$ cat config.mk
export PLATFORM = sky130hd
export DESIGN_NAME = hcbp_back_flat
export DESIGN_NICKNAME = d
export VERILOG_FILES = /design/src/rtl/core/hcbp_pkg.sv /design/src/rtl/core/hcbp_ifs.sv /design/src/rtl/core/hcbp_back.sv /design/src/flat_wrapper.sv
export VERILOG_INCLUDE_DIRS = /design/src /design/src/rtl/core
export SDC_FILE = /design/constraint.sdc
export NUM_CORES = 1
export LEC_CHECK = 0
export BUFFER_PORTS_ARGS = -buffer_cell sky130_fd_sc_hd__buf_2
export CORE_MARGIN = 5
export CORE_UTILIZATION = 60
export DETAILED_ROUTE_END_ITERATION = 8
export PLACE_DENSITY = 0.8
export SLEW_MARGIN = 40
export SYNTH_ARGS = -nofsm -noshare
export SYNTH_HDL_FRONTEND = slang
export SYNTH_SLANG_ARGS = --single-unit
$ cat constraint.sdc
create_clock -name clk_i -period 5.45 [get_ports clk_i]
set_input_delay 0.2725 -clock clk_i [delete_from_list [all_inputs] [get_ports clk_i]]
set_output_delay 0.2725 -clock clk_i [all_outputs]
set_load 0.01 [all_outputs]
$ cat src/rtl/core/huffman_code_bit_packer_defines.svh
// Assertion macros for the Huffman code bit packer.
// Used by the RTL modules that check their own control logic; needs clk_i and rst_ni in scope.
`ifndef HUFFMAN_CODE_BIT_PACKER_DEFINES_SVH
`define HUFFMAN_CODE_BIT_PACKER_DEFINES_SVH

// Check a property at every clock edge outside reset.
`define HCBP_ASSERT(lbl, prop) \
  lbl: assert property (@(posedge clk_i) disable iff (!rst_ni) (prop)) \
    else $error("hcbp assertion failed");

// Check that a condition in one cycle implies another in the next.
`define HCBP_ASSERT_NEXT(lbl, ante, cons) \
  lbl: assert property (@(posedge clk_i) disable iff (!rst_ni) (ante) |=> (cons)) \
    else $error("hcbp assertion failed");

`endif

$ cat src/rtl/core/hcbp_pkg.sv
// Package of the Huffman code bit packer: field widths, opcodes, queue entry type.
// No dependencies.
`timescale 1ns / 1ps
`default_nettype none

package hcbp_pkg;

  localparam int unsigned OpW        = 2;
  localparam int unsigned SymW       = 8;
  localparam int unsigned CodeW      = 32;
  localparam int unsigned LenW       = 6;
  localparam int unsigned ByteW      = 8;
  localparam int unsigned QueueDepth = 2;
  localparam int unsigned QPtrW      = 1;
  localparam int unsigned QCntW      = 2;

  typedef enum logic [OpW-1:0] {
    OP_LOAD   = 2'd0,
    OP_ENCODE = 2'd1,
    OP_FLUSH  = 2'd2,
    OP_NONE   = 2'd3
  } op_e;

  typedef enum logic {
    ST_IDLE,
    ST_ENCODE
  } bstate_e;

  typedef struct packed {
    logic             flush;
    logic [CodeW-1:0] code;
    logic [LenW-1:0]  len;
  } job_t;

endpackage

`default_nettype wire

$ cat src/rtl/core/hcbp_ifs.sv
// Request and result channel interfaces of the Huffman code bit packer.
// Depends on hcbp_pkg for the field widths.
`timescale 1ns / 1ps
`default_nettype none


interface hcbp_out_if;
  logic                         valid;
  logic                         ready;
  logic [hcbp_pkg::ByteW-1:0]   out_byte;
  logic                         last;

  modport source(output valid, output out_byte, output last, input ready);
  modport sink(input valid, input out_byte, input last, output ready);
endinterface

`default_nettype wire

$ cat src/rtl/core/hcbp_back.sv
// Bit packer: takes jobs from the queue, packs code bits MSB-first into bytes.
// Depends on hcbp_pkg and hcbp_out_if; holds the accumulator and the output register.
`timescale 1ns / 1ps
`default_nettype none
`include "huffman_code_bit_packer_defines.svh"

module hcbp_back #(
  parameter int unsigned MaxCodeLen = 32
) (
  input  logic            clk_i,
  input  logic            rst_ni,
  input  logic            job_valid_i,
  input  hcbp_pkg::job_t  job_i,
  output logic            pop_o,
  hcbp_out_if.source      out_o
);

  localparam int unsigned SW = MaxCodeLen + hcbp_pkg::ByteW;
  localparam logic [hcbp_pkg::LenW-1:0] MaxLen = hcbp_pkg::LenW'(MaxCodeLen);

  hcbp_pkg::bstate_e          st_q, st_d;
  logic [SW-1:0]              sh_q, sh_d;
  logic [hcbp_pkg::LenW-1:0]  rem_q, rem_d;
  logic [7:0]                 acc_q, acc_d;
  logic [2:0]                 fill_q, fill_d;
  logic                       out_v_q, out_v_d;
  logic [7:0]                 out_byte_q, out_byte_d;
  logic                       out_last_q, out_last_d;

  logic [63:0]                code_wide;
  logic [MaxCodeLen-1:0]      code_ext;
  logic [SW-1:0]              base, sh_load;
  logic [hcbp_pkg::LenW-1:0]  shamt, rem_after;
  logic [3:0]                 avail, take, fill_sum;
  logic [7:0]                 top8, step_byte;
  logic                       out_free, pop_flush;

  assign code_wide = {32'b0, job_i.code};
  assign code_ext  = code_wide[MaxCodeLen-1:0];
  assign base      = {code_ext, 8'h00};
  assign shamt     = MaxLen - job_i.len;
  assign sh_load   = base << shamt;

  assign avail     = 4'd8 - {1'b0, fill_q};
  assign take      = (rem_q < {2'b00, avail}) ? rem_q[3:0] : avail;
  assign rem_after = rem_q - {2'b00, take};
  assign fill_sum  = {1'b0, fill_q} + take;
  assign top8      = sh_q[SW-1 -: 8];
  assign step_byte = acc_q | (top8 >> fill_q);

  assign out_free  = !out_v_q || out_o.ready;
  assign pop_flush = pop_o && job_i.flush;

  assign out_o.valid    = out_v_q;
  assign out_o.out_byte = out_byte_q;
  assign out_o.last     = out_last_q;

  always_comb begin
    st_d       = st_q;
    sh_d       = sh_q;
    rem_d      = rem_q;
    acc_d      = acc_q;
    fill_d     = fill_q;
    out_v_d    = out_v_q && !out_o.ready;
    out_byte_d = out_byte_q;
    out_last_d = out_last_q;
    pop_o      = 1'b0;
    case (st_q)
      hcbp_pkg::ST_IDLE: begin
        if (job_valid_i) begin
          if (job_i.flush) begin
            if (out_free) begin
              pop_o      = 1'b1;
              out_v_d    = 1'b1;
              out_byte_d = acc_q;
              out_last_d = 1'b1;
              acc_d      = '0;
              fill_d     = '0;
            end
          end else begin
            pop_o = 1'b1;
            sh_d  = sh_load;
            rem_d = job_i.len;
            st_d  = hcbp_pkg::ST_ENCODE;
          end
        end
      end
      hcbp_pkg::ST_ENCODE: begin
        if (out_free) begin
          sh_d  = sh_q << take;
          rem_d = rem_after;
          if (fill_sum[3]) begin
            out_v_d    = 1'b1;
            out_byte_d = step_byte;
            out_last_d = (rem_after < hcbp_pkg::LenW'(8));
            acc_d      = '0;
            fill_d     = '0;
          end else begin
            acc_d  = step_byte;
            fill_d = fill_sum[2:0];
          end
          if (rem_after == '0) begin
            st_d = hcbp_pkg::ST_IDLE;
          end
        end
      end
      default: begin
        st_d = hcbp_pkg::ST_IDLE;
      end
    endcase
  end

  always_ff @(posedge clk_i or negedge rst_ni) begin
    if (!rst_ni) begin
      st_q    <= hcbp_pkg::ST_IDLE;
      rem_q   <= '0;
      acc_q   <= '0;
      fill_q  <= '0;
      out_v_q <= 1'b0;
    end else begin
      st_q    <= st_d;
      rem_q   <= rem_d;
      acc_q   <= acc_d;
      fill_q  <= fill_d;
      out_v_q <= out_v_d;
    end
  end

  always_ff @(posedge clk_i) begin
    sh_q       <= sh_d;
    out_byte_q <= out_byte_d;
    out_last_q <= out_last_d;
  end

  `HCBP_ASSERT(a_enc_has_bits, (st_q == hcbp_pkg::ST_ENCODE) |-> (rem_q != '0))
  `HCBP_ASSERT_NEXT(a_flush_emits, pop_flush, out_v_q && out_last_q && (fill_q == '0))

endmodule

`default_nettype wire

$ cat src/flat_wrapper.sv
// flat-port wrapper written by rule: the top's interface ports become plain ports
module hcbp_back_flat 
#(
  parameter int unsigned MaxCodeLen = 32
)
  (clk_i, rst_ni, job_valid_i, job_i, pop_o, out_o_valid, out_o_out_byte, out_o_last, out_o_ready);
  hcbp_out_if out_o_i ();
  input  logic clk_i;
  input  logic rst_ni;
  input  logic job_valid_i;
  input  hcbp_pkg::job_t job_i;
  output logic pop_o;
  output wire logic [$bits(out_o_i.valid)-1:0] out_o_valid;
  output wire logic [$bits(out_o_i.out_byte)-1:0] out_o_out_byte;
  output wire logic [$bits(out_o_i.last)-1:0] out_o_last;
  input wire logic [$bits(out_o_i.ready)-1:0] out_o_ready;
  assign out_o_valid = out_o_i.valid;
  assign out_o_out_byte = out_o_i.out_byte;
  assign out_o_last = out_o_i.last;
  assign out_o_i.ready = out_o_ready;
  hcbp_back #(.MaxCodeLen(MaxCodeLen)) u_core (.clk_i(clk_i), .rst_ni(rst_ni), .job_valid_i(job_valid_i), .job_i(job_i), .pop_o(pop_o), .out_o(out_o_i));
endmodule
==> Word-level counts from Yosys, hierarchy flattened <==
Cells that the tools add are included.
{ "op_classes": {"n_bitwise": 2, "eq_ne": 6, "n_addsub": 4, "n_reduce_logical": 8, "shifts": 3, "muxes": 48, "magnitude_cmp": 2} }
{ "ops": {"columns": ["cell", "count"], "rows": [
  ["$mux 40", 3],
  ["$mux 8", 10],
  ["$pmux 40 s2", 1],
  ["$shl 40x4->40", 1],
  ["$shl 40x6->40", 1],
  ["$pmux 8 s2", 2],
  ["$mux 1", 18],
  ["$mux 6", 3],
  ["$mux 3", 5],
  ["$pmux 6 s2", 1],
  ["$ne 2x2->1 const B", 5],
  ["$or 8x8->8", 1],
  ["$shr 8x3->8", 1],
  ["$logic_not 6->1", 1],
  ["$lt 6x4->1", 1],
  ["$lt 6x4->1 const B", 1],
  ["$pmux 1 s2", 3],
  ["$pmux 3 s2", 1],
  ["$sub 6x4->6", 1],
  ["$sub 6x6->6 const A", 1],
  ["$reduce_and 5->1", 1],
  ["$add 3x4->4", 1],
  ["$mux 4", 1],
  ["$reduce_and 4->1", 1],
  ["7 further kinds", 8]
]} }
{ "word_totals": {"inputBits": 43, "output_inout_bits": 11, "elab_cells": 81, "ff_bits": 68} }

==> Longest topological paths before layout <==
{ "depth": {"ltp_word": 8, "ltp_mapped": 24, "mapped_depth_nobuf": 20} }

==> Worst setup path before layout <==
Ideal clock, no wire load.
{ "synth_path": {"path_type": "register to register", "start": "register u_core.fill_q[0]", "end": "register u_core.out_last_q (netlist: u_core.out_o.last) (enable)", "setup_time_ps": 384, "required_time_ps": 5066, "period_less_slack_ps": 4571, "stages_incl_launch_ff": 19, "path_buffers": 4, "arrival_ps": 4186, "slack_ps": 879, "path_cell_list": "dfrtp_1 buf_2 inv_1 ha_1 clkbuf_1 inv_1 ha_1 o21ai_0 o21ba_2 a221oi_2 nand3_2 buf_2 buf_2 ha_1 a21o_1 a21oi_1 xnor2_1 and2_1 nor2_1"} }
{ "synth_between": {"elab_chain_len": 6} }
{ "synth_lines": {"columns": ["item", "line_no", "source"], "rows": [
  ["start, declared", "hcbp_back.sv:25", "logic [2:0] fill_q, fill_d;"],
  ["start signal, assigned", "hcbp_back.sv:124", "fill_q <= fill_d;"],
  ["$sub 4x3->4", "hcbp_back.sv:44", "assign avail = 4'd8 - {1'b0, fill_q};"],
  ["$lt 6x4->1", "hcbp_back.sv:45", "assign take = (rem_q < {2'b00, avail}) ? rem_q[3:0] : avail;"],
  ["$mux 4", "hcbp_back.sv:45", null],
  ["$add 3x4->4 (*)", "hcbp_back.sv:47", "assign fill_sum = {1'b0, fill_q} + take;"],
  ["$ne 2x2->1 (no line) (*)", null, null],
  ["$reduce_and 5->1 (no line) (*)", null, null],
  ["end signal, assigned", "hcbp_back.sv:132", "out_last_q <= out_last_d;"],
  ["end, declared", "hcbp_back.sv:28", "logic out_last_q, out_last_d;"]
]} }
Every way passes the cells marked *; elsewhere a longest branch is shown, timed or not.
A chain may end at the register's enable or synchronous reset.

==> Worst setup path after layout <==
{ "layout_path": {"start": "register u_core.fill_q[0]", "end": "register u_core.st_q"} }
{ "layout_between": {"elab_chain_len": 8} }
{ "layout_lines": {"columns": ["item", "line_no", "source"], "rows": [
  ["$sub 4x3->4 (*)", "hcbp_back.sv:44", null],
  ["$lt 6x4->1", "hcbp_back.sv:45", null],
  ["$mux 4 (*)", "hcbp_back.sv:45", null],
  ["$sub 6x4->6 (*)", "hcbp_back.sv:46", "assign rem_after = rem_q - {2'b00, take};"],
  ["$logic_not 6->1 (*)", "hcbp_back.sv:102", "if (rem_after == '0) begin"],
  ["$mux 1 (*)", "hcbp_back.sv:102", null],
  ["$mux 1 (*)", "hcbp_back.sv:89", "if (out_free) begin"],
  ["$pmux 1 s2 (*)", "hcbp_back.sv:68", "case (st_q)"],
  ["named net u_core.st_d", "hcbp_back.sv:21", "hcbp_pkg::bstate_e st_q, st_d;"],
  ["end signal, assigned", "hcbp_back.sv:115", "st_q <= hcbp_pkg::ST_IDLE;"],
  ["end signal, assigned", "hcbp_back.sv:121", "st_q <= st_d;"],
  ["end, declared", "hcbp_back.sv:21", null]
]} }
Mark *: on every way through the listed nets, which the timed path passes. The rest lies on a longest branch.

==> flow_summary.ini <==
[layout]
mostFrequentLayoutCell = mux2i_1
final_cell_mix = mux2i_1 (100), nand2_1 (94), nor2_1 (57)
num-nets-final = 802
syn2layout_area_growth_pct = 8.234
n_antenna_cell = 0
drive_above_1_share = 0.1965
fin_area_sq_um = 7352
post-route-util = 0.6694

[sta]
period_share = 0.9140
hold_ws_ps = 295.7
finalSetupViolCount = 0
fin_skew_ps = 16.08
totalNegativeSetupSlack_ps = 0
slew_violations = 0
worst_pin_slew_ps = 773.0
period_needed_ps = 4981
hold_viol_final = 0
fmax_mhz = 200.8
rsz0062_at_grt = false
slew_headroom = 0.4807

[drt]
routed_wl_microns = 19420
routedLengthMet1_microns = 8174
ant_nets = 0
first_pass_iters = 6
drcViolationCount = 0
wl_met3_microns = 1730
drt-initial-drc-count = 839
highest_layer = met4
met2_length_microns = 8935
viasPerCell = 7.011
vias = 6261
wire_per_inst_microns = 21.74

[logic_synthesis]
synth_top_family_by_area = multiplexers
ys_seq_area_frac = 0.2866
synth_async_sr_flop_share = 0.2794
synthXorXnorAreaFrac = 0.01658
synth_edf_count = 49
yosys_most_used_dff = edfxtp_1
synthCells = 723
synth_top_area_cell = edfxtp_1
syn_nets = 777
yosys_warnings = 0
synth_simple_gate_area_frac = 0.1437
synth-seq-cells = 68
synth-adder-area-share = 0.02137
synth-compound-area-share = 0.2039
muxShareOfSynthArea = 0.2737
yosys-top-cells-area = edfxtp_1 (22%), mux2i_1 (15%), mux4_2 (9.6%)
ys_types = 77
syn_avg_cell_area_sq_um = 9.395
synth_area_sq_um = 6793
synth_top_area_frac = 0.2166

[setup_path]
rr_worst_depth = 18
cpPeakStageDelay_ps = 660
cp_data_required_time_ps = 5690
worstPathArrival_ps = 5220
start_kind = register
startpoint = u_core.fill_q[0]
crit_path_end = u_core.st_q
end_kind = register
r2r-end = u_core.st_q
crit_type = reg2reg
crit_fanout = 29
timing.rr.start = u_core.fill_q[0]
rrSetupSlack_ps = 470
cp_slowest_cell = dfrtp_1
path_cells = inv_1, ha_1, inv_1, ha_1, o21ai_0, o21ba_2, a221oi_2, and3_4, inv_4, ha_1, inv_1, ha_1, inv_1, a22oi_1, o21ai_0, o311ai_0, o21ai_1, o31a_1

[clock_network]
cts_root_buffer = clkbuf_16
clk_pin_slew_ps = 70
clock_latency_ps = 350
cts_max_level = 3
cts_resized = 0
clk_path_buf_depth = 2
numCtsBuffers = 9
cts_tree = done
cts_sinks = 68

[run_status]
status = complete, no violations

[run]
maxCapViolations = 0

[grt]
grt_pass1_vias = 6002
grt-ovfl-total = 0
grt_pass1_wl_microns = 31330
antenna_found_initial = 0
grt_start_max_net_pins = 43
track_usage = 0.2943

[worst_hold_path]
hold_class = in2reg
hold-path-cell-count = 3

[placement]
gp_congestion = 0.9381
dp_hpwl_microns = 14580
io_buffers = 53
place_area_sq_um = 7053

[floorplanning]
core-area_sq_um = 10980
die_y_microns = 116.4
die_w_microns = 116.4
io-pin-count = 54
initial_core_util = 0.6185
fp.dieArea_sq_um = 13550
rows = 38
-- final cells by class --
cell class	count	area, sq um
Clock buffer	9	225.2
Sequential cell	68	1947
Tap cell	140	175.2
Clock inverter	7	56.30
Fill cell	874	3631
Timing Repair Buffer	68	382.9
Inverter	18	72.57
Multi-Input combinational cell	583	4493
-- worst max-delay path: cells and delay by family (launching register included) --
family,cells,cell delay [ps]
AOI/OAI and AO/OA,8,1930
adders and majority gates,4,1250
buffers and inverters,5,560
DFF,1,660
and+or+nand+nor,1,460
-- flip-flops by register name, indices dropped and copies added, names as in the netlist --
| name | count |
|---|---|
| u_core.rem_q | 6 |
| u_core.out_o.out_byte | 8 |
| u_core.st_q | 1 |
| u_core.fill_q | 3 |
| u_core.acc_q | 8 |
| u_core.sh_q | 40 |
| u_core.out_o.last | 1 |
| u_core.out_o.valid | 1 |
-- logic make-up after synthesis --
group,after synthesis
multiplexers,145
adder cells (fa/ha/maj),11
AO/OA/AOI/OAI,199
AND/OR/NAND/NOR,216
buffers and inverters,72
flip-flops,68
XOR/XNOR,12
-- layer usage --
| metal | vias to the layer above | track usage |
|---|---|---|
| met4 | 0 | 0.09513 |
| met5 | - | 0 |
| met2 | 371 | 0.4764 |
| li1 | 2827 | - |
| met1 | 3005 | 0.4056 |
| met3 | 58 | 0.04870 |
-- per-stage QoR --
stage	setup slack, ps	cells
after floorplan	879.1	723
after global placement	951.8	876
after detailed placement	632.2	876
after CTS	602.5	893
after global routing	202.0	893
final	468.8	893
-- cell usage after synthesis (4+ instances only) --
cell type	count
a211o_1	6
a211oi_1	13
a21o_1	9
a21oi_1	52
a221o_1	4
a22oi_1	6
a31oi_1	5
a32oi_1	7
and2_1	5
and3_1	7
buf_1	7
buf_2	19
buf_6	6
clkbuf_1	19
dfrtp_1	19
edfxtp_1	49
ha_1	10
inv_1	15
mux2_2	12
mux2i_1	100
mux4_2	29
nand2_1	94
nand2b_1	10
nand3_1	10
nor2_1	57
nor2b_1	4
nor3_1	10
o21ai_0	28
o21ai_1	7
o221ai_1	19
o22ai_1	8
or3_1	4
xnor2_1	6
xor2_1	5
-- worst min path at each step --
stage	start	to
after CTS	job_i[1]	u_core.rem_q[1]
after global placement	rst_ni	u_core.rem_q[5]
after floorplan	rst_ni	u_core.acc_q[0]
final	job_i[1]	u_core.rem_q[1]
after global routing	job_i[1]	u_core.rem_q[1]
after detailed placement	rst_ni	u_core.rem_q[5]
-- what timing repair did --
action | CTS | global route
endpoints found under the hold margin | 19 | 0
setup buffers | 0 | 0
hold buffers | 1 | 0
Power is left out: the tool's default activity adds up to more than one toggle a clock period on the data nets, which glitch-free logic cannot reach.
