File: src/rtl/core/huffman_code_bit_packer_defines.svh
// Assertion macros for the Huffman code bit packer.
// Used by the RTL modules that check their own control logic; needs clk_i and rst_ni in scope.
`ifndef HUFFMAN_CODE_BIT_PACKER_DEFINES_SVH
`define HUFFMAN_CODE_BIT_PACKER_DEFINES_SVH

// Check a property at every clock edge outside reset.
`define HCBP_ASSERT(lbl, prop) \
  lbl: assert property (@(posedge clk_i) disable iff (!rst_ni) (prop)) \
    else $error("hcbp assertion failed");

// Check that a condition in one cycle implies another in the next.
`define HCBP_ASSERT_NEXT(lbl, ante, cons) \
  lbl: assert property (@(posedge clk_i) disable iff (!rst_ni) (ante) |=> (cons)) \
    else $error("hcbp assertion failed");

`endif

File: src/rtl/core/hcbp_pkg.sv
// Package of the Huffman code bit packer: field widths, opcodes, queue entry type.
// No dependencies.
`timescale 1ns / 1ps
`default_nettype none

package hcbp_pkg;

  localparam int unsigned OpW        = 2;
  localparam int unsigned SymW       = 8;
  localparam int unsigned CodeW      = 32;
  localparam int unsigned LenW       = 6;
  localparam int unsigned ByteW      = 8;
  localparam int unsigned QueueDepth = 2;
  localparam int unsigned QPtrW      = 1;
  localparam int unsigned QCntW      = 2;

  typedef enum logic [OpW-1:0] {
    OP_LOAD   = 2'd0,
    OP_ENCODE = 2'd1,
    OP_FLUSH  = 2'd2,
    OP_NONE   = 2'd3
  } op_e;

  typedef enum logic {
    ST_IDLE,
    ST_ENCODE
  } bstate_e;

  typedef struct packed {
    logic             flush;
    logic [CodeW-1:0] code;
    logic [LenW-1:0]  len;
  } job_t;

endpackage

`default_nettype wire

File: src/rtl/core/hcbp_queue.sv
// Two-entry job queue between the front end and the bit packer.
// Depends on hcbp_pkg for the job type and depth.
`timescale 1ns / 1ps
`default_nettype none
`include "huffman_code_bit_packer_defines.svh"

module hcbp_queue (
  input  logic            clk_i,
  input  logic            rst_ni,
  input  logic            push_i,
  input  hcbp_pkg::job_t  data_i,
  output logic            ready_o,
  output logic            valid_o,
  input  logic            pop_i,
  output hcbp_pkg::job_t  data_o
);

  hcbp_pkg::job_t                 mem_q [hcbp_pkg::QueueDepth];
  logic [hcbp_pkg::QPtrW-1:0]     wr_q, rd_q;
  logic [hcbp_pkg::QCntW-1:0]     cnt_q;
  logic                           do_push;

  assign ready_o = (cnt_q != hcbp_pkg::QCntW'(hcbp_pkg::QueueDepth));
  assign valid_o = (cnt_q != '0);
  assign data_o  = mem_q[rd_q];
  assign do_push = push_i && ready_o;

  always_ff @(posedge clk_i or negedge rst_ni) begin
    if (!rst_ni) begin
      wr_q  <= '0;
      rd_q  <= '0;
      cnt_q <= '0;
    end else begin
      if (do_push) begin
        wr_q <= wr_q + 1'b1;
      end
      if (pop_i) begin
        rd_q <= rd_q + 1'b1;
      end
      case ({do_push, pop_i})
        2'b10:   cnt_q <= cnt_q + 1'b1;
        2'b01:   cnt_q <= cnt_q - 1'b1;
        default: cnt_q <= cnt_q;
      endcase
    end
  end

  always_ff @(posedge clk_i) begin
    if (do_push) begin
      mem_q[wr_q] <= data_i;
    end
  end

  `HCBP_ASSERT(a_cnt_range, cnt_q <= hcbp_pkg::QCntW'(hcbp_pkg::QueueDepth))
  `HCBP_ASSERT(a_no_empty_pop, pop_i |-> (cnt_q != '0))

endmodule

`default_nettype wire

File: config.mk
export PLATFORM = sky130hd
export DESIGN_NAME = hcbp_queue
export DESIGN_NICKNAME = d
export VERILOG_FILES = /design/src/rtl/core/hcbp_pkg.sv /design/src/rtl/core/hcbp_queue.sv
export VERILOG_INCLUDE_DIRS = /design/src /design/src/rtl/core
export SDC_FILE = /design/constraint.sdc
export NUM_CORES = 1
export LEC_CHECK = 0
export ABC_AREA = 1
export CAP_MARGIN = 20
export CORE_MARGIN = 5
export CORE_UTILIZATION = 45
export DETAILED_ROUTE_END_ITERATION = 8
export DONT_BUFFER_PORTS = 1
export GPL_TIMING_DRIVEN = 0
export SETUP_SLACK_MARGIN = 0.02
export SYNTH_ARGS = -nofsm -noshare
export SYNTH_HDL_FRONTEND = slang
export SYNTH_SLANG_ARGS = --single-unit
File: constraint.sdc
create_clock -name clk_i -period 2.75 [get_ports clk_i]
set_input_delay 0.275 -clock clk_i [delete_from_list [all_inputs] [get_ports clk_i]]
set_output_delay 0.275 -clock clk_i [all_outputs]
set_load 0.02 [all_outputs]
; ---- Word level (Yosys, flattened, before mapping)
; Memory sizes are Yosys's and may differ from the RTL's.
; Index checks and enable logic that the tools add are counted.
[op_classes]
addsub = 4
eq_ne = 3
n_mux = 3
reduce_logical = 3
[ops]
columns = op, n
row1 = 2-bit case mux with 2 select lines, 1
row2 = 2-bit nonzero test, 2
row3 = 1-bit adder (second input constant), 2
row4 = 2-bit by 1-bit adder with 2-bit output (second input constant), 1
row5 = 2-bit by 1-bit == test with 1-bit output (second input constant), 1
row6 = 2-bit == test (second input constant), 1
row7 = 1-bit two-way mux, 2
row8 = 2-bit inequality test (second input constant), 1
row9 = 2-bit by 1-bit subtractor with 2-bit output (second input constant), 1
row10 = 1-bit logical AND, 1
[word_totals]
ff_bits = 4
ramBits = 78
out_inout_bits = 41
word_cells = 17
n_memories = 1
[memory_table]
columns = memory, depth, word_bits, rd, rd_ports_with_merged_regs, wr, line_no
row1 = mem_q, 2, 39, 1, 0, 1, hcbp_queue.sv:18  ; hcbp_pkg::job_t mem_q [hcbp_pkg::QueueDepth];

; ---- Logic depth before layout (Yosys ltp)
; Gate-level depths: netlist of the first run.
[depth]
ltp_word = 4
mapped_depth = 9
mapped_depth_nobuf = 9

; ---- Least setup slack after synthesis of the first run
; OpenSTA, ideal clock, no wires.
[synth_timing]
kind = register to register
from = register cnt_q[0] in the netlist's numbering
to = memory mem_q[0][0] in the netlist's numbering, enable pin
setup_ns = 0.435
arrival_time_ns = 2.328
t_required_ns = 2.315
slack_ns = -0.013
stages_incl_launch_ff = 5
n_path_buf = 0
cell_sequence = dfrtp_1 > inv_1 > nand2_2 > nand2_2 > nor2_1
[synth_between]
elab_chain_cells = 4
[synth_rtl]
columns = element, line_no
row1 = start: declaration, hcbp_queue.sv:20  ; logic [hcbp_pkg::QCntW-1:0] cnt_q;
row2 = start signal: assignment, hcbp_queue.sv:41  ; 2'b10: cnt_q <= cnt_q + 1'b1;
row3 = start signal: assignment, hcbp_queue.sv:42  ; 2'b01: cnt_q <= cnt_q - 1'b1;
row4 = start signal: assignment, hcbp_queue.sv:43  ; default: cnt_q <= cnt_q;
row5 = 2-bit inequality test, hcbp_queue.sv:23  ; assign ready_o = (cnt_q != hcbp_pkg::QCntW'(hcbp_pkg::QueueDepth));
row6 = net ready_o, hcbp_queue.sv:12  ; output logic ready_o,
row7 = 1-bit logical AND, hcbp_queue.sv:26  ; assign do_push = push_i && ready_o;
row8 = 1-bit two-way mux, hcbp_queue.sv:49  ; if (do_push) begin
row9 = 1-bit two-way mux (not written as such), hcbp_queue.sv:50  ; mem_q[wr_q] <= data_i;
row10 = end: declaration, hcbp_queue.sv:18
; The timed path passes the listed nets, and every way through them passes these cells.

==> results of run 1 <==
-- cells by family after synthesis --
family,after synthesis
adder cells (fa/ha/maj),1
XOR/XNOR,2
flip-flops,82
buffers and inverters,53
AND/OR/NAND/NOR,51
AO/OA/AOI/OAI,40
-- stage by stage --
stage	utilization (%)	hold slack, ns	cells	setup TNS [ns]
after CTS	51.7	0.00446	343	0
after global routing	51.7	0.00383	343	0
after detailed placement	48.5	-0.0205	327	0
after floorplan	-	-0.0206	229	0
after global placement	47.8	-0.0205	325	-1.69
final	51.7	0.0297	343	0
-- registers in the layout, indices dropped and copies added (netlist names) --
name,flops
wr_q,1
rd_q,1
cnt_q,2
mem_q,78
-- final timing paths --
| kind | from | endpoint | slack [ns] |
|---|---|---|---|
| worst max-delay path | rd_q$_DFFE_PN0P_ | data_o[23] | 0.82 |
| worst max register to register | cnt_q[0]$_DFFE_PN0P_ | mem_q[0][37]$_DFFE_PP_ | 0.96 |
| min in group asynchronous | rst_ni | wr_q$_DFFE_PN0P_ | 0.22 |
| worst min-delay path | data_i[15] | mem_q[0][15]$_DFFE_PP_ | 0.03 |
| max in group asynchronous | rst_ni | cnt_q[1]$_DFFE_PN0P_ | 2.34 |
| worst min register to register | cnt_q[0]$_DFFE_PN0P_ | cnt_q[0]$_DFFE_PN0P_ | 0.51 |
-- worst max-delay path: cells and delay by family (launching register included) --
| family | cells | cell delay (ns) |
|---|---|---|
| compound gates | 1 | 0.64 |
| flops | 1 | 0.37 |
| buf+inv | 2 | 0.31 |
-- layer usage --
layer | wire length, um | vias up | GRT usage [%]
li1 | - | 791 | -
met1 | 2010 | 734 | 13.5
met2 | 2700 | 45 | 20.6
met3 | 434 | 9 | 4.59
met4 | 97 | 0 | 7.33
met5 | 0 | - | 0
-- repair_timing --
item	in CTS	in global routing
hold buffers	2	0
hold endpoints to repair	5	0
gates resized for setup	0	0
buffers inserted	0	0
-- layout make-up --
cell class / instances / area (um^2) / area share [%]
Buffer: 9 / 77.6 / 2.21
Clock buffer: 10 / 128 / 3.64
Sequential cell: 82 / 2440 / 69.6
Clock inverter: 4 / 68.8 / 1.96
Tap cell: 96 / 120 / 3.42
Inverter: 44 / 165 / 4.70
Timing Repair Buffer: 4 / 60.1 / 1.71
Multi-Input combinational cell: 94 / 449 / 12.8
-- cells in the mapped netlist (2+ instances only) --
| master | instances |
|---|---|
| sky130_fd_sc_hd__nor2_1 | 2 |
| sky130_fd_sc_hd__o21ai_1 | 9 |
| sky130_fd_sc_hd__inv_1 | 44 |
| sky130_fd_sc_hd__dfrtp_1 | 4 |
| sky130_fd_sc_hd__nand2_2 | 2 |
| sky130_fd_sc_hd__edfxtp_1 | 78 |
| sky130_fd_sc_hd__o21ai_0 | 29 |
| sky130_fd_sc_hd__buf_6 | 2 |
| sky130_fd_sc_hd__nand2_1 | 44 |
| sky130_fd_sc_hd__buf_2 | 4 |
| sky130_fd_sc_hd__buf_8 | 2 |
-- power by group --
group	total (W)	leakage [nW]	internal, W	switching (W)
Sequential	0.00178	0.772	0.00170	0.0000730
Clock	0.000875	0.0996	0.000497	0.000377
Combinational	0.00131	0.489	0.000299	0.00101
Total	0.00396	1.36	0.00250	0.00146
==> run summary, run 1 <==
- 10 — maximum fanout along the worst path
- 0.00893 ns — largest clock skew in the final design
- 0.820 ns — Final Worst Setup Slack
- 89 — DR iter-0 viols
- 0.64 ns — stage delay of the slowest cell on the critical path
- 0.771 ns — actual slew at the worst max-slew pin
- 0.33 ns — clock latency on the worst-skew pair
- sky130_fd_sc_hd__edfxtp_1 (78), sky130_fd_sc_hd__inv_1 (44), sky130_fd_sc_hd__nand2_1 (44) — commonest cells after routing, fill and taps aside
- 78 — number of enable-type register cells in the synthesized netlist
- 13.7 um^2 — mean post-synth cell area
- 288 — Nets
- sky130_fd_sc_hd__edfxtp_1 — most area-hungry cell type in the Yosys netlist
- 93.4 um — Die Height
- 1.93 ns — clock period minus final worst setup slack
- 0% — portion of netlist area occupied by mux cells
- 1555 — vias in the first global route
- sky130_fd_sc_hd__edfxtp_1 — most frequently used flop master after synthesis
- 0 — number of warnings printed during yosys synthesis
- 30 — row cnt
- 15.3 um — routed length per instance
- 584 — fill cell total of the finished layout
- 0.00396 W — total power
- yes — TritonCTS clock tree
- 0.08 ns — clock-pin slew of the registers on the worst-case setup and hold paths
- sky130_fd_sc_hd__clkbuf_8 — root buffer cell
- 3 — level count of the clock H-tree
- 0 — final setup fails
- 4.88% — fraction of synthesis flops using an asynchronous set or reset pin
- 0 — total congestion overflow
- buf_6 -> buf_2 -> o21ai_0 — Critical Path, Cell by Cell
- 1130 mW/mm^2 — total power divided by cell area
- 20 — distinct cell type count after synthesis
- 0 — n_diodes
- sky130_fd_sc_hd__edfxtp_1 — most frequent standard cell in the layout excluding fill and tap cells
- 0.560% — fraction of synthesized cell area in xor and xnor cells
- 229 — gate count after technology mapping
- 5 — Reg2Reg Depth
- 2.48 ns — CP Data Required Time
- 0.00679 mm^2 — area of the placeable core
- 74.9% — fraction of synthesized cell area taken by the top area cell type
- 29 — largest net degree at the start of global routing
- false — RSZ-0062 raised after global routing
- 70.2% — Final period util
- 6.64% — simple-gate portion of the synthesized area
- sky130_fd_sc_hd__edfxtp_1 (75%), sky130_fd_sc_hd__inv_1 (5.3%), sky130_fd_sc_hd__nand2_1 (5.3%), sky130_fd_sc_hd__o21ai_0 (4.6%), sky130_fd_sc_hd__dfrtp_1 (3.2%) — most area-consuming cells after synthesis
- 93.4 um — DIE WIDTH
- 12.3% — area growth from synthesis to final layout
- 1.36 nW — leak pwr
- 0 — number of pins exceeding their max-slew limit in the final report
- 48.1% — Worst slew margin
- 0 — count of endpoints failing hold in the final timing report
- 0.00313 mm^2 — total standard cell area after synthesis
- 0.400% — adder-cell area share of the yosys netlist
- 78.1% — sequential share of the synthesized area
- 0 — Min-Delay Path Depth
- sky130_fd_sc_hd__o21ai_0 — Critical Path Slowest Stage Cell
- 0 — Final ANT Viol Nets
- 0.966 ns — Post-Place Worst Slack
- 11.3% — share of layout cells above drive strength 1
- 9 — clock buffer count from CTS
- input pin to register — Hold Crit Class
- 5240 um — final routed wirelength across all metal layers
- 0.00329 mm^2 — cell area after placement
- 518 MHz — Highest Clock Rate
- 0.00872 mm^2 — total die area
- 4 — DRT Pass-1 Iters
- 6.52% — area fraction in compound gates after synthesis
- 0 — antenna violations before repair
- 12.4% — overall global routing resource usage
- 84 — boundary pin count
- 0 — number of input and output port buffers inserted
- 4.60 — vias per std cell
- buffers and inverters — main combinational cell family by area after synthesis
- 0 — final routed DRC violation total
- 0.568 mV — Worst IR Drop VDD
- 0.690 — last weighted congestion value of the routability-driven placer
- 0.00351 mm^2 — post-route cell area
- 46.0% — starting density of the core
- 1579 — routed vias
- 82 — flip-flop and latch count after synthesis
- 273 — post-synth net total
- primary output — capturing element type of the critical path
- 82 — number of clock sinks seen by CTS
- 3530 um — HPWL Detailed
- 1.65 ns — arrival time worst endpoint
- 7900 um — wire length of the first global-routing pass
- register — launching element type of the critical path
- complete, no violations — outcome
- 0 — count of max-cap constraint violations
- register to primary output — category of the most critical setup path
- 2 — maximum count of clock buffers along a single path
Note: power is estimated with default switching activity, not from simulation.
==> run 2, diff against run 1 <==
clock period = 1.6 ns   (was 2.75 ns; I/O delays follow)
==> run summary, run 2 (synthesis results as in run 1) <==
- 1.37 ns — arrival time worst endpoint
- input pin to register — Hold Crit Class
- 4 — DRT Pass-1 Iters
- 1814 — vias in the first global route
- 3 — level count of the clock H-tree
- 0.00679 mm^2 — area of the placeable core
- 0.423 ns — actual slew at the worst max-slew pin
- complete, no violations — outcome
- 3.46% — GR Util met3
- sky130_fd_sc_hd__edfxtp_1 — most frequent standard cell in the layout excluding fill and tap cells
- 3540 um — HPWL Detailed
- 1.07 mV — Worst IR Drop VDD
- 0.08 ns — clock-pin slew of the registers on the worst-case setup and hold paths
- 31 — largest net degree at the start of global routing
- 0.00434 mm^2 — post-route cell area
- 655 MHz — Highest Clock Rate
- 0 — number of input and output port buffers inserted
- 24.6% — share of layout cells above drive strength 1
- 15.5 um — routed length per instance
- 14.7% — met1 usage in global routing
- rd_q$_DFFE_PN0P_ — launching element of the worst setup path
- mem_q x78, cnt_q x2 — Top Registers
- 30 — row cnt
- 1.44 ns — CP Data Required Time
- 0.33 ns — clock latency on the worst-skew pair
- 0.00872 mm^2 — total die area
- 1820 — routed vias
- 84 — boundary pin count
- 93.4 um — Die Height
- 0 — antenna violations before repair
- cnt_q[0]$_DFFE_PN0P_ — start of the worst register-to-register path
- sky130_fd_sc_hd__clkbuf_8 — root buffer cell
- 95.4% — Final period util
- 78 — max reg flops
- 0 — count of endpoints failing hold in the final timing report
- 24.7% — met2 usage
- 0.00962 ns — largest clock skew in the final design
- 46.0% — starting density of the core
- 6050 um — final routed wirelength across all metal layers
- met2 — peak-usage layer in the global routing report
- 0 — n_diodes
- 0 — total congestion overflow
- 61 — DR iter-0 viols
- 93.4 um — DIE WIDTH
- 1.53 ns — clock period minus final worst setup slack
- 0 — count of max-cap constraint violations
- 82 — number of clock sinks seen by CTS
- yes — TritonCTS clock tree
- 38.7% — area growth from synthesis to final layout
- register — launching element type of the critical path
- mem_q — register name with the most flops
- 4.68 — vias per std cell
- 0 — final setup fails
- pop_i — Worst Min Path Start
- true — RSZ-0062 raised after global routing
- 0.16 ns — worst reg2reg setup slack
- 10 — maximum fanout along the worst path
- 0.707 — last weighted congestion value of the routability-driven placer
- 71.6% — Worst slew margin
- 332 — Nets
- 0 — Final ANT Viol Nets
- 1.65 nW — leak pwr
- 0.00795 W — total power
- register to primary output — category of the most critical setup path
- 0.00330 mm^2 — cell area after placement
- sky130_fd_sc_hd__edfxtp_1 (78), sky130_fd_sc_hd__inv_1 (43), sky130_fd_sc_hd__nand2_1 (43) — commonest cells after routing, fill and taps aside
- 0.0681 ns — Worst Hold Slack
- 8960 um — wire length of the first global-routing pass
- primary output — capturing element type of the critical path
- 13.7% — overall global routing resource usage
- 0 — final routed DRC violation total
- 1830 mW/mm^2 — total power divided by cell area
- 2 — maximum count of clock buffers along a single path
- 0 — number of pins exceeding their max-slew limit in the final report
- 9 — clock buffer count from CTS
## run 2: cell count changes in the layout (fill, tap and decap cells not counted), moves of 2 or more
cell	previous run	this run
sky130_fd_sc_hd__o21ai_0	29	0
sky130_fd_sc_hd__dlygate4sd3_1	2	42
sky130_fd_sc_hd__buf_4	0	7
sky130_fd_sc_hd__buf_2	4	2
sky130_fd_sc_hd__nand2_4	0	2
sky130_fd_sc_hd__o21ai_2	1	7
sky130_fd_sc_hd__o21ai_4	0	30
sky130_fd_sc_hd__o21ai_1	9	2
## run 2: power by group
group | total (W) | internal [W] | switching (W)
Clock | 0.00157 | 0.000878 | 0.000694
Sequential | 0.00307 | 0.00292 | 0.000143
Combinational | 0.00331 | 0.00101 | 0.00230
## run 2: layer usage
| layer | wire length, um | vias up |
|---|---|---|
| li1 | - | 884 |
| met1 | 2370 | 877 |
| met2 | 3270 | 50 |
| met3 | 305 | 9 |
| met4 | 97 | 0 |
| met5 | 0 | - |
## run 2: path summary, 6_finish.rpt
kind | endpoint | cells past startpoint
min reg2reg | cnt_q[0]$_DFFE_PN0P_ | 1
max in group asynchronous | wr_q$_DFFE_PN0P_ | 1
min | cnt_q[0]$_DFFE_PN0P_ | 2
max reg2reg | mem_q[0][4]$_DFFE_PP_ | 5
max | data_o[32] | 3
min in group asynchronous | cnt_q[1]$_DFFE_PN0P_ | 1
## run 2: layout make-up
cell class                      count  area, um^2
Multi-Input combinational cell     94         822
Inverter                           44         165
Clock buffer                       11         131
Clock inverter                      5        78.8
Fill cell                         493        2460
Sequential cell                    82        2440
Tap cell                           96         120
Buffer                              9        85.1
Timing Repair Buffer               48         490
## run 2: worst max-delay path, stage by stage, from the launching register on
cell                      delay [ns]
sky130_fd_sc_hd__dfrtp_1        0.38
sky130_fd_sc_hd__buf_6          0.13
sky130_fd_sc_hd__buf_8          0.15
sky130_fd_sc_hd__o21ai_1        0.37
## run 2: timing repair
item                                    4_1_cts  5_1_grt
pin swaps                                     1       19
endpoints found under the setup margin       68       67
cloned                                        0        0
resized for setup                            70       32
hold buffers                                 42        0
setup buffers                                 1        3
endpoints found under the hold margin        84        0
## run 2: stage by stage
step	util [%]	instances	worst slack, ns	TNS, ns
2_1_floorplan	-	229	-0.0495	-2.57
3_3_place_gp	48.0	325	-0.451	-34.32
3_5_place_dp	48.6	327	0.0181	0
4_1_cts	60.8	386	0.00407	0
5_1_grt	63.8	389	0.00215	0
6_report	63.8	389	0.0736	0
==> run 3, diff against run 2 <==
RECOVER_POWER = 25   (was not set)
clock period = 1.4 ns   (was 1.6 ns; I/O delays follow)
==> run summary, run 3 (synthesis results as in run 1) <==
- 0 — total congestion overflow
- 3700 um — HPWL Detailed
- 0 — number of input and output port buffers inserted
- 0.00486 mm^2 — post-route cell area
- 0.712 — last weighted congestion value of the routability-driven placer
- mem_q — register name with the most flops
- 0 — count of endpoints failing hold in the final timing report
- 9 — clock buffer count from CTS
- sky130_fd_sc_hd__clkbuf_8 — root buffer cell
- 0.00330 mm^2 — cell area after placement
- 2140 mW/mm^2 — total power divided by cell area
- 4.75 — vias per std cell
- yes — TritonCTS clock tree
- 17.1 um — routed length per instance
- 2 — maximum count of clock buffers along a single path
- 0.00872 mm^2 — total die area
- mem_q x78, cnt_q x2 — Top Registers
- 405 — Final Instance Count excl. Fillers
- 112% — Final period util
- 0 — n_diodes
- 1922 — routed vias
- 30 — row cnt
- 327 — cell total after placement
- 26 — largest net degree at the start of global routing
- 82 — number of clock sinks seen by CTS
- 0.07 ns — clock-pin slew of the registers on the worst-case setup and hold paths
- 0.00679 mm^2 — area of the placeable core
- 1.87 nW — leak pwr
- 3 — level count of the clock H-tree
- 1.20 mV — Worst IR Drop VDD
- true — RSZ-0062 raised after global routing
- 2013 — vias in the first global route
- 55.5% — area growth from synthesis to final layout
- 7 — maximum fanout along the worst path
- 76 — DR iter-0 viols
- sky130_fd_sc_hd__edfxtp_1 — most frequent standard cell in the layout excluding fill and tap cells
- 14.9% — overall global routing resource usage
- 0.302 ns — actual slew at the worst max-slew pin
- 6930 um — final routed wirelength across all metal layers
- 349 — Nets
- 4 — DRT Pass-1 Iters
- 5 — Reg2Reg Depth
- 1.57 ns — clock period minus final worst setup slack
- 46.0% — starting density of the core
- register — launching element type of the critical path
- 411 — fill cell total of the finished layout
- 638 MHz — Highest Clock Rate
- 9840 um — wire length of the first global-routing pass
- 79.9% — Worst slew margin
- 71.6% — final design utilization
- 0 — count of max-cap constraint violations
- 1.43 ns — arrival time worst endpoint
- 0 — number of pins exceeding their max-slew limit in the final report
- 38.5% — share of layout cells above drive strength 1
- 39 — final setup fails
- 0 — Final ANT Viol Nets
- -0.354 ns — Post-Place Worst Slack
- 0 — antenna violations before repair
- finished with violations — outcome
- primary output — capturing element type of the critical path
- 78 — max reg flops
- register to primary output — category of the most critical setup path
- 93.4 um — DIE WIDTH
- sky130_fd_sc_hd__edfxtp_1 (78), sky130_fd_sc_hd__dlygate4sd3_1 (43), sky130_fd_sc_hd__inv_1 (42) — commonest cells after routing, fill and taps aside
- 0.34 ns — clock latency on the worst-skew pair
- 0.0790 ns — Worst Hold Slack
- 0 — final routed DRC violation total
- 84 — boundary pin count
- 1.26 ns — CP Data Required Time
- negative setup slack — violated checks
- input pin to async pin — Hold Crit Class
- 0.00746 ns — largest clock skew in the final design
- 93.4 um — Die Height
- -0.168 ns — Final Worst Setup Slack
-- run 3: path summary, 6_finish.rpt --
check / end / startpoint / slack [ns]
max in group asynchronous: wr_q$_DFFE_PN0P_ / rst_ni / 1.14
min in group clk_i: cnt_q[0]$_DFFE_PN0P_ / push_i / 0.13
worst min-delay path: cnt_q[1]$_DFFE_PN0P_ / rst_ni / 0.08
worst max-delay path: data_o[26] / rd_q$_DFFE_PN0P_ / -0.17
worst min register to register: cnt_q[1]$_DFFE_PN0P_ / cnt_q[1]$_DFFE_PN0P_ / 0.59
worst max register to register: mem_q[0][2]$_DFFE_PP_ / cnt_q[1]$_DFFE_PN0P_ / 0
-- run 3: repair_timing --
| item | 4_1_cts | 5_1_grt |
|---|---|---|
| gates cloned | 1 | 6 |
| endpoints found under the setup margin | 118 | 88 |
| pin swaps | 29 | 12 |
| setup buffers | 8 | 5 |
| hold endpoints to repair | 84 | 1 |
| hold buffers | 42 | 1 |
| gates resized for setup | 128 | 41 |
-- run 3: critical path, stage by stage, from the launching register on --
cell	delay, ns
sky130_fd_sc_hd__dfrtp_1	0.38
sky130_fd_sc_hd__buf_6	0.13
sky130_fd_sc_hd__buf_6	0.11
sky130_fd_sc_hd__buf_12	0.14
sky130_fd_sc_hd__buf_12	0.14
sky130_fd_sc_hd__o21ai_4	0.19
-- run 3: routing by layer --
layer  vias to the layer above  share of wire, %  track usage [%]
met1                       940                40             16.6
met2                        55                53             26.7
li1                        916                 -                -
met3                        11               5.3             3.46
met4                         0               1.3             7.33
met5                         -                 0                0
-- run 3: cell type report --
type	count	area (um^2)	area share, %
Timing Repair Buffer	65	790	16.2
Multi-Input combinational cell	94	1000	20.7
Buffer	9	158	3.24
Tap cell	96	120	2.47
Clock inverter	6	58.8	1.21
Inverter	44	165	3.40
Clock buffer	9	124	2.55
Sequential cell	82	2440	50.2
-- run 3: power by group --
group | switching (W) | internal [W] | total [W]
combinational | 0.00308 | 0.00216 | 0.00524
clock | 0.000800 | 0.000801 | 0.00160
sequential | 0.000217 | 0.00335 | 0.00356
total | 0.00410 | 0.00631 | 0.0104
-- run 3: stage by stage --
step / TNS (ns) / power, W
2_1_floorplan: -18.29 / 0.00563
3_3_place_gp: -49.05 / 0.00612
3_5_place_dp: -19.19 / 0.00624
4_1_cts: -5.28 / 0.00958
5_1_grt: -6.10 / 0.0109
6_report: -3.86 / 0.0104
